**src/cbo_pkg.sv**
```systemverilog
`timescale 1ns / 1ps
// ----------------------------------------------------------------------------
// cbo_pkg: shared types and constants for the circle/box overlap test
// Coordinate width, derived datapath widths and pipeline stage records.
// ----------------------------------------------------------------------------
package cbo_pkg;

	localparam int COORD_BITS = 16;
	localparam int NCORNER    = 4;
	localparam int NSTG       = 6;

	// corner order around the box; edge e runs from corner e to corner (e+1) mod 4
	localparam int CRN_TL = 0;
	localparam int CRN_TR = 1;
	localparam int CRN_BR = 2;
	localparam int CRN_BL = 3;

	localparam int DW  = COORD_BITS + 1;       // coordinate difference
	localparam int SQW = 2 * COORD_BITS;       // square of a difference
	localparam int PW  = 2 * COORD_BITS + 1;   // signed cross term
	localparam int D2W = 2 * COORD_BITS + 1;   // sum of two squares
	localparam int R2W = 2 * COORD_BITS - 1;   // radius squared
	localparam int CRW = 2 * COORD_BITS + 1;   // cross product magnitude
	localparam int LOW = COORD_BITS + 1;       // low half of a split operand
	localparam int CHW = CRW - LOW;            // high half of a split operand
	localparam int LHW = 4 * COORD_BITS + 2;   // final compare width

	typedef logic signed [COORD_BITS-1:0] coord_t;
	typedef logic signed [DW-1:0]         diff_t;
	typedef logic        [SQW-1:0]        sq_t;
	typedef logic signed [PW-1:0]         prod_t;
	typedef logic        [D2W-1:0]        d2_t;
	typedef logic        [R2W-1:0]        r2_t;
	typedef logic        [CRW-1:0]        crmag_t;
	typedef logic        [2*CHW-1:0]      hh_t;
	typedef logic        [CHW+LOW-1:0]    hl_t;
	typedef logic        [2*LOW-1:0]      ll_t;
	typedef logic        [R2W+CHW-1:0]    rh_t;
	typedef logic        [R2W+LOW-1:0]    rl_t;
	typedef logic        [LHW-1:0]        wide_t;

	typedef struct packed {
		coord_t center_x;
		coord_t center_y;
		coord_t radius;
		coord_t top_left_x;
		coord_t top_left_y;
		coord_t top_right_x;
		coord_t top_right_y;
		coord_t bottom_left_x;
		coord_t bottom_left_y;
		coord_t bottom_right_x;
		coord_t bottom_right_y;
	} shape_t;

	typedef struct packed {
		logic [NSTG-1:0] ld;    // stage register loads this cycle
		logic [NSTG-1:0] vld;   // stage register holds a word
	} pipe_ctl_t;

	typedef struct packed {
		diff_t [NCORNER-1:0]   dx;     // center minus corner
		diff_t [NCORNER-1:0]   dy;
		diff_t [NCORNER-1:0]   vx;     // edge vector
		diff_t [NCORNER-1:0]   vy;
		logic [COORD_BITS-1:0] rmag;
		logic                  in_box;
		logic [NCORNER-1:0]    chk;    // edge needs the distance test
	} s1_t;

	typedef struct packed {
		sq_t [NCORNER-1:0]   dxsq;
		sq_t [NCORNER-1:0]   dysq;
		prod_t [NCORNER-1:0] px;
		prod_t [NCORNER-1:0] py;
		sq_t [NCORNER-1:0]   vxsq;
		sq_t [NCORNER-1:0]   vysq;
		r2_t                 r2;
		logic                in_box;
		logic [NCORNER-1:0]  chk;
	} s2_t;

	typedef struct packed {
		crmag_t [NCORNER-1:0] crmag;
		d2_t [NCORNER-1:0]    len2;
		r2_t                  r2;
		logic                 early;  // inside or an endpoint within radius
		logic [NCORNER-1:0]   chk;
	} s3_t;

	typedef struct packed {
		hh_t [NCORNER-1:0]  hh;
		hl_t [NCORNER-1:0]  hl;
		ll_t [NCORNER-1:0]  ll;
		rh_t [NCORNER-1:0]  rh;
		rl_t [NCORNER-1:0]  rl;
		logic               early;
		logic [NCORNER-1:0] chk;
	} s4_t;

	typedef struct packed {
		wide_t [NCORNER-1:0] lhs;
		wide_t [NCORNER-1:0] rhs;
		logic                early;
		logic [NCORNER-1:0]  chk;
	} s5_t;

endpackage

```
**src/cbo_ctrl.sv**
```systemverilog
`timescale 1ns / 1ps
// ----------------------------------------------------------------------------
// cbo_ctrl: pipeline valid bits and per-stage load enables
// A stage loads when it is empty or the stage after it moves on.
// ----------------------------------------------------------------------------
module cbo_ctrl
	import cbo_pkg::*;
(
	input  logic      clk,
	input  logic      arst_n,
	input  logic      in_valid,
	output logic      in_ready,
	output logic      out_valid,
	input  logic      out_ready,
	output pipe_ctl_t ctl
);

	logic [NSTG-1:0] vld_q;
	logic [NSTG:0]   en;

	always_comb begin
		en[NSTG] = out_ready;
		for (int k = NSTG - 1; k >= 0; k--) begin
			en[k] = !vld_q[k] || en[k+1];
		end
	end

	always_ff @(posedge clk or negedge arst_n) begin
		if (!arst_n) begin
			vld_q <= '0;
		end else begin
			if (en[0]) begin
				vld_q[0] <= in_valid;
			end
			for (int k = 1; k < NSTG; k++) begin
				if (en[k]) begin
					vld_q[k] <= vld_q[k-1];
				end
			end
		end
	end

	assign ctl.ld    = en[NSTG-1:0];
	assign ctl.vld   = vld_q;
	assign in_ready  = en[0];
	assign out_valid = vld_q[NSTG-1];

endmodule

```
**config.mk**
```make
export PLATFORM = sky130hd
export DESIGN_NAME = cbo_ctrl
export DESIGN_NICKNAME = d
export VERILOG_FILES = /design/src/cbo_pkg.sv /design/src/cbo_ctrl.sv
export SDC_FILE = /design/constraint.sdc
export NUM_CORES = 1
export LEC_CHECK = 0
export ABC_AREA = 0
export BUFFER_PORTS_ARGS = -buffer_cell sky130_fd_sc_hd__clkbuf_2
export CORE_AREA = 5 5 42 44
export CTS_CLUSTER_DIAMETER = 30
export DETAILED_ROUTE_END_ITERATION = 12
export DIE_AREA = 0 0 47 49
export GPL_TIMING_DRIVEN = 0
export PLACE_DENSITY = 0.42
export SYNTH_ARGS = -nofsm -noshare
export SYNTH_HDL_FRONTEND = slang
export SYNTH_SLANG_ARGS = --single-unit
```
**constraint.sdc**
```tcl
create_clock -name clk -period 2.6 [get_ports clk]
set_input_delay 0.13 -clock clk [delete_from_list [all_inputs] [get_ports clk]]
set_output_delay 0.13 -clock clk [all_outputs]
set_load 0.02 [all_outputs]
```
==> key figures, run 1 <==
STA
  • Tmin final: 1.56 ns
  • Setup_tns: 0 ns
  • Slew @ Worst Pin: 0.234 ns
  • Final Max Tran Viols: 0
  • Final period utilization: 0.599
  • Final hold viol count: 0
  • Setup violators final: 0
  • Highest Clock Rate: 0.642 GHz
  • Slew margin rel.: 0.844
  • Worst Clk Skew: 0.00226 ns
  • Hold WS: 0.0844 ns
  • Post-route setup slack: 1.04 ns
  • Unrepaired setup endpoints after global routing: no

Final layout
  • Layout cells sized above 1: 0.535
  • Layout Cells excl Fill: 59
  • Largest register FFs: 6
  • Final Net Count: 49
  • Area grow syn2layout: 52.1%
  • Final instance area: between 400 and 500 um^2
  • Top reg by flops: vld_q
  • # diodes: 0
  • Largest registers: vld_q (6)

Drt
  • Detailed Routing Iterations Pass 1: 4
  • Vias per cell: 4.12
  • DR vias: 243
  • Detail Route Antenna Nets: 0
  • Routed wire length: 687 um
  • WL/cell: around 12 um
  • DRT iter0 DRCs: 1
  • Residual DRC: 0

Min path
  • Worst Hold Class: primary input to flip-flop
  • Worst hold path depth: 2

Setup path
  • Data arrival, critical path: 1.43 ns
  • CP top delay family: buffers and inverters
  • Worst path depth: 5
  • CP Cell Sequence: and4b_1, buf_6, nand4_1, buf_4, clkbuf_2
  • CP endpoint kind: output pin
  • Number of buffers and inverters on the critical path: 3
  • CP max FO: 8
  • CP Class: flip-flop to output pin
  • WP data required: ~2.5 ns
  • Worst reg2reg path depth: 3
  • Crit start category: flip-flop
  • Critical-path top delay cell: dfrtp_1
  • Max incr delay on CP: 0.40 ns

Logic synthesis
  • Area share of the largest cell type after synthesis: 0.569
  • Seq/Total Area, Yosys: 0.569
  • Number of flops mapped to enable cells by yosys: 0
  • Synth unique cells: 14
  • Mapped Area: 264 um^2
  • Ys flop type: dfrtp_1
  • Synthesized net count: 26
  • Yosys top cell by area: dfrtp_1
  • Ys async rst share: 1.00
  • Most frequent cell after synthesis: dfrtp_1
  • Synth warn: 0
  • #FFs+latches synth: 6
  • Post-Syn Area per Cell: 12.0 um^2
  • Top post-synthesis cells by area: dfrtp_1 57%, nand2b_1 7.1%, buf_4 5.7%
  • Post-Syn Instances: 22
  • Post-synth top cells: 6 x dfrtp_1, 3 x nand2b_1, 2 x buf_4

Place
  • Placement Setup Slack: 1.29 ns
  • Dpl cell area: 369 um^2
  • PortBufs: 17
  • Dpl cells: 55
  • DP HPWL: 530 um
  • RePlAce Congestion: between 0.7 and 0.8

Clocking
  • Clock sinks: 6
  • CTS Buf Count: 3
  • Root buffer cell: clkbuf_4
  • Clk buf depth: 2
  • CTS tree: yes
  • Setup Buffers After CTS: 0
  • Clock Latency Late Sink: 0.24 ns
  • Worst-path clk slew: 0.04 ns
  • H-Tree Depth: 1
  • CTS resizes: 0

Floorplanning
  • Io pins: 18
  • DIE HEIGHT: between 40 and 50 um
  • Die width: 47 um
  • Initial Utilization: 0.188
  • Num rows: 14
  • Die footprint: about 0.0023 mm^2
  • Core area: 0.00140 mm^2

Global routing
  • First-pass GRT wire length: 1040 um
  • GR Overflow Total: 0
  • All-Layer GR Usage: 0.0624
  • Vias in the first global route: 247
  • Pin count of the biggest net entering global routing: 9
  • Initial antenna violation count: 0

Run status
  • Status: completed

Power
  • Pleak: 0.200 nW
  • Pwr Density: 761 mW/mm^2
  • IR drop worst, VDD: 0.000236 V

Flow run
  • Number of max-cap violations: 0
-- power by group --
| part | switching, mW | total (mW) | internal, mW |
|---|---|---|---|
| combinational | 0.0609 | 0.101 | 0.0397 |
| clock | 0.0311 | 0.0832 | 0.0521 |
| sequential | 0.0158 | 0.122 | 0.106 |
-- per-layer routing --
layer  GRT usage  vias to the layer above  wire (um)
li1            -                      117          -
met3      0.0295                        0        103
met1      0.0852                      108        333
met4      0.0415                        0          0
met2      0.0747                       18        250
met5           0                        -          0
-- repair_timing --
item	4_1_cts	5_1_grt
endpoints found under the hold margin	6	0
hold buffers	1	0
endpoints found under the setup margin	0	0
-- cells by family (layout without fill, tap and decap cells) --
logic type | Yosys count | after routing | synth area share
AOI/OAI and AO/OA | 3 | 3 | 0.0995
buffers and inverters | 4 | 25 | 0.114
DFF | 6 | 6 | 0.569
and+or+nand+nor | 9 | 9 | 0.218
-- stage by stage --
step / power (mW) / util
global placement: 0.221 / 0.263
floorplan: 0.186 / -
global route: 0.322 / 0.287
finish: 0.306 / 0.287
CTS: 0.309 / 0.287
detailed placement: 0.224 / 0.263
-- worst paths after layout --
kind / start / end / slack [ns]
max: vld_q[5] / ctl[6] / 1.04
min: in_valid / vld_q[0] / 0.08
max reg2reg: vld_q[5] / vld_q[0] / 1.51
min reg2reg: vld_q[3] / vld_q[4] / 0.49
max in group asynchronous: arst_n / vld_q[2] / 2.20
min in group asynchronous: arst_n / vld_q[5] / 0.25
-- area by class of cell --
type,instances,area (um^2)
tap,16,20.0
multi-input combinational,12,83.8
timing repair buffer,18,95.1
clock buffer,3,22.5
buffer,3,26.3
sequential,6,150
fill,161,1000
inverter,1,3.75
-- worst reg2reg max path, stage by stage (launching register included) --
cell and delay [ns]:
dfrtp_1 0.41, and4b_1 0.20, buf_6 0.13, a41o_1 0.23
-- cells in the final DEF (no fill, tap or decap), drive strengths merged --
cell type | netlist | final
a21o | 1 | 1
a31o | 1 | 1
a41o | 1 | 1
and4b | 1 | 1
buf | 3 | 3
clkbuf | 0 | 20
dfrtp | 6 | 6
dlygate4sd3 | 0 | 1
inv | 1 | 1
nand2 | 1 | 1
nand2b | 3 | 3
nand3 | 1 | 1
nand3b | 1 | 1
nand4 | 1 | 1
or2 | 1 | 1
Note: power is estimated with default switching activity, not from simulation.
==> run 2, diff against run 1 <==
Clock period 2.6 ns to 1.55 ns, I/O delays scaled along.
==> key figures, run 2 (synthesis results as in run 1) <==
Floorplanning
  • Num rows: 14 (unchanged)
  • Die width: 47 um (unchanged)
  • Core area: 0.00140 mm^2 (unchanged)
  • Initial Utilization: 0.188 (unchanged)
  • Die footprint: 0.00230 mm^2 (unchanged)
  • DIE HEIGHT: 49 um (unchanged)
  • Io pins: 18 (unchanged)

Clocking
  • CTS resizes: 0 (unchanged)
  • H-Tree Depth: 1 (unchanged)
  • Clk buf depth: 2 (unchanged)
  • CTS tree: yes
  • Clock sinks: 6 (unchanged)
  • Worst-path clk slew: 0.05 ns (about the same)
  • CTS Buf Count: 3 (unchanged)
  • Clock Latency Late Sink: 0.24 ns (about the same)
  • Root buffer cell: clkbuf_4

Drt
  • Residual DRC: 0 (unchanged)
  • DR vias: 246 (+1.2%)
  • Vias per cell: 4.17 (+1.2%)
  • WL/cell: 11.4 um (-2.3%)
  • Detail Route Antenna Nets: 0 (unchanged)
  • Routed wire length: 671 um (-2.3%)
  • DRT iter0 DRCs: 3 (+2)
  • Detailed Routing Iterations Pass 1: 4 (unchanged)

Power
  • Gate power share: 0.333 (+0.004)
  • Pleak: 0.201 nW (+0.44%)
  • Power share of the clock group: 0.274 (+0.002)
  • Sw frac: 0.353 (about the same)
  • Total Power: 0.518 mW (+69%)
  • Pwr Density: 1290 mW/mm^2 (+69%)
  • IR drop worst, VDD: 0.000432 V (+83%)
  • Flop pwr share: 0.394 (-0.005)
  • Int Pwr: 0.335 mW (+69%)
  • Switching Power: 0.183 mW (+69%)

Setup path
  • CP Class: flip-flop to output pin
  • Number of buffers and inverters on the critical path: 3 (unchanged)
  • CP startpoint: vld_q[5]
  • WP data required: 1.47 ns (-1.00 ns)
  • CP max FO: 6 (-2)
  • Worst reg2reg path depth: 4 (+1)
  • Critical-path top delay cell: dfrtp_1
  • CP Cell Sequence: and4b_1, buf_6, buf_4, nand3_1, clkbuf_2
  • Crit start category: flip-flop
  • Worst reg2reg path startpoint: vld_q[5]
  • CP top delay family: buffers and inverters
  • Crit path to: ctl[7]
  • Reg2Reg Setup Slack: 0.32 ns (-1.19 ns)
  • R2R Path End: vld_q[0]
  • Max incr delay on CP: 0.41 ns (about the same)
  • Worst path depth: 5 (unchanged)
  • Data arrival, critical path: 1.37 ns (-0.06 ns)
  • CP endpoint kind: output pin

Final layout
  • Top reg by flops: vld_q
  • Layout cells sized above 1: 0.535 (unchanged)
  • Largest registers: vld_q (6)
  • Filler instances: 159 (-1.2%)
  • Area grow syn2layout: 52.1% (unchanged)
  • Final Net Count: 49 (unchanged)
  • Final Util: 0.287 (unchanged)
  • Reg area: 150 um^2 (unchanged)
  • Largest register FFs: 6 (unchanged)
  • Layout Cells excl Fill: 59 (unchanged)
  • Final instance area: 402 um^2 (unchanged)
  • # diodes: 0 (unchanged)
  • Commonest cells after routing, fill and taps aside: 17 x clkbuf_2, 6 x dfrtp_1, 3 x nand2b_1, 3 x clkbuf_4, 2 x buf_4
  • Area of the multi-input gates: 83.8 um^2 (unchanged)
  • Most common cell after layout, fill and taps aside: clkbuf_2

Global routing
  • Initial antenna violation count: 0 (unchanged)
  • Vias in the first global route: 247 (unchanged)
  • GR Overflow Total: 0 (unchanged)
  • First-pass GRT wire length: 1040 um (unchanged)
  • Pin count of the biggest net entering global routing: 9 (unchanged)
  • All-Layer GR Usage: 0.0624 (unchanged)

Run status
  • Status: completed

Place
  • Dpl cell area: 369 um^2 (unchanged)
  • PortBufs: 17 (unchanged)
  • Dpl cells: 55 (unchanged)
  • DP HPWL: 530 um (unchanged)
  • RePlAce Congestion: 0.726 (unchanged)

STA
  • Slew margin rel.: 0.847 (+0.00303)
  • Final period utilization: 0.935
  • Highest Clock Rate: 0.690 GHz
  • Unrepaired setup endpoints after global routing: no
  • Setup_tns: 0 ns (unchanged)
  • Final hold viol count: 0 (unchanged)
  • Worst Clk Skew: 0.00231 ns (+0.0000516 ns)
  • Slew @ Worst Pin: 0.229 ns (-0.00454 ns)
  • Setup violators final: 0 (unchanged)
  • Final Max Tran Viols: 0 (unchanged)
  • Tmin final: 1.45 ns

Flow run
  • Number of max-cap violations: 0 (unchanged)

Min path
  • Worst Hold Class: primary input to flip-flop
==> run 2: cell counts in the layout (fill, tap and decap cells not counted) <==
Identical to the previous run, type by type.
==> run 2: cell type report <==
| cell class | instances | share of cell area |
|---|---|---|
| Sequential cell | 6 | 0.374 |
| Timing Repair Buffer | 19 | 0.255 |
| Multi-Input combinational cell | 12 | 0.209 |
| Clock buffer | 3 | 0.0561 |
| Tap cell | 16 | 0.0498 |
| Buffer | 2 | 0.0467 |
| Inverter | 1 | 0.00935 |
==> run 2: repair_timing <==
item,CTS,global route
endpoints found under the hold margin,6,0
hold buffers,1,0
endpoints found under the setup margin,0,1
setup buffers,0,1
==> run 2: per-layer routing <==
metal	up-vias	part of all wire	track usage
li1	117	-	-
met1	109	0.47	0.0852
met2	20	0.37	0.0747
met3	0	0.15	0.0295
met4	0	0	0.0415
met5	-	0	0
==> run 2: power by group through the flow <==
stage	registers (mW)	logic, mW	clock network [mW]
finish	0.204	0.172	0.142
CTS	0.204	0.171	0.142
global placement	0.203	0.167	0
detailed placement	0.207	0.168	0
floorplan	0.227	0.0840	0
global route	0.208	0.187	0.150
==> run 2: how the worst min path moves through the flow <==
stage | startpoint | to | slack, ns | cells after the start
after CTS | in_valid | vld_q[0] | 0.03 | 2
after global routing | in_valid | vld_q[0] | 0.04 | 2
after floorplan | arst_n | vld_q[0] | -0.22 | 0
after global placement | arst_n | vld_q[4] | -0.09 | 1
final | in_valid | vld_q[0] | 0.03 | 2
after detailed placement | arst_n | vld_q[4] | -0.09 | 1
==> run 2: per-stage QoR <==
step	setup slack, ns	hold slack, ns
after detailed placement	0.295	-0.0878
after CTS	0.0229	0.0317
after floorplan	0.128	-0.218
after global placement	0.335	-0.0880
after global routing	0.0359	0.0416
final	0.101	0.0324
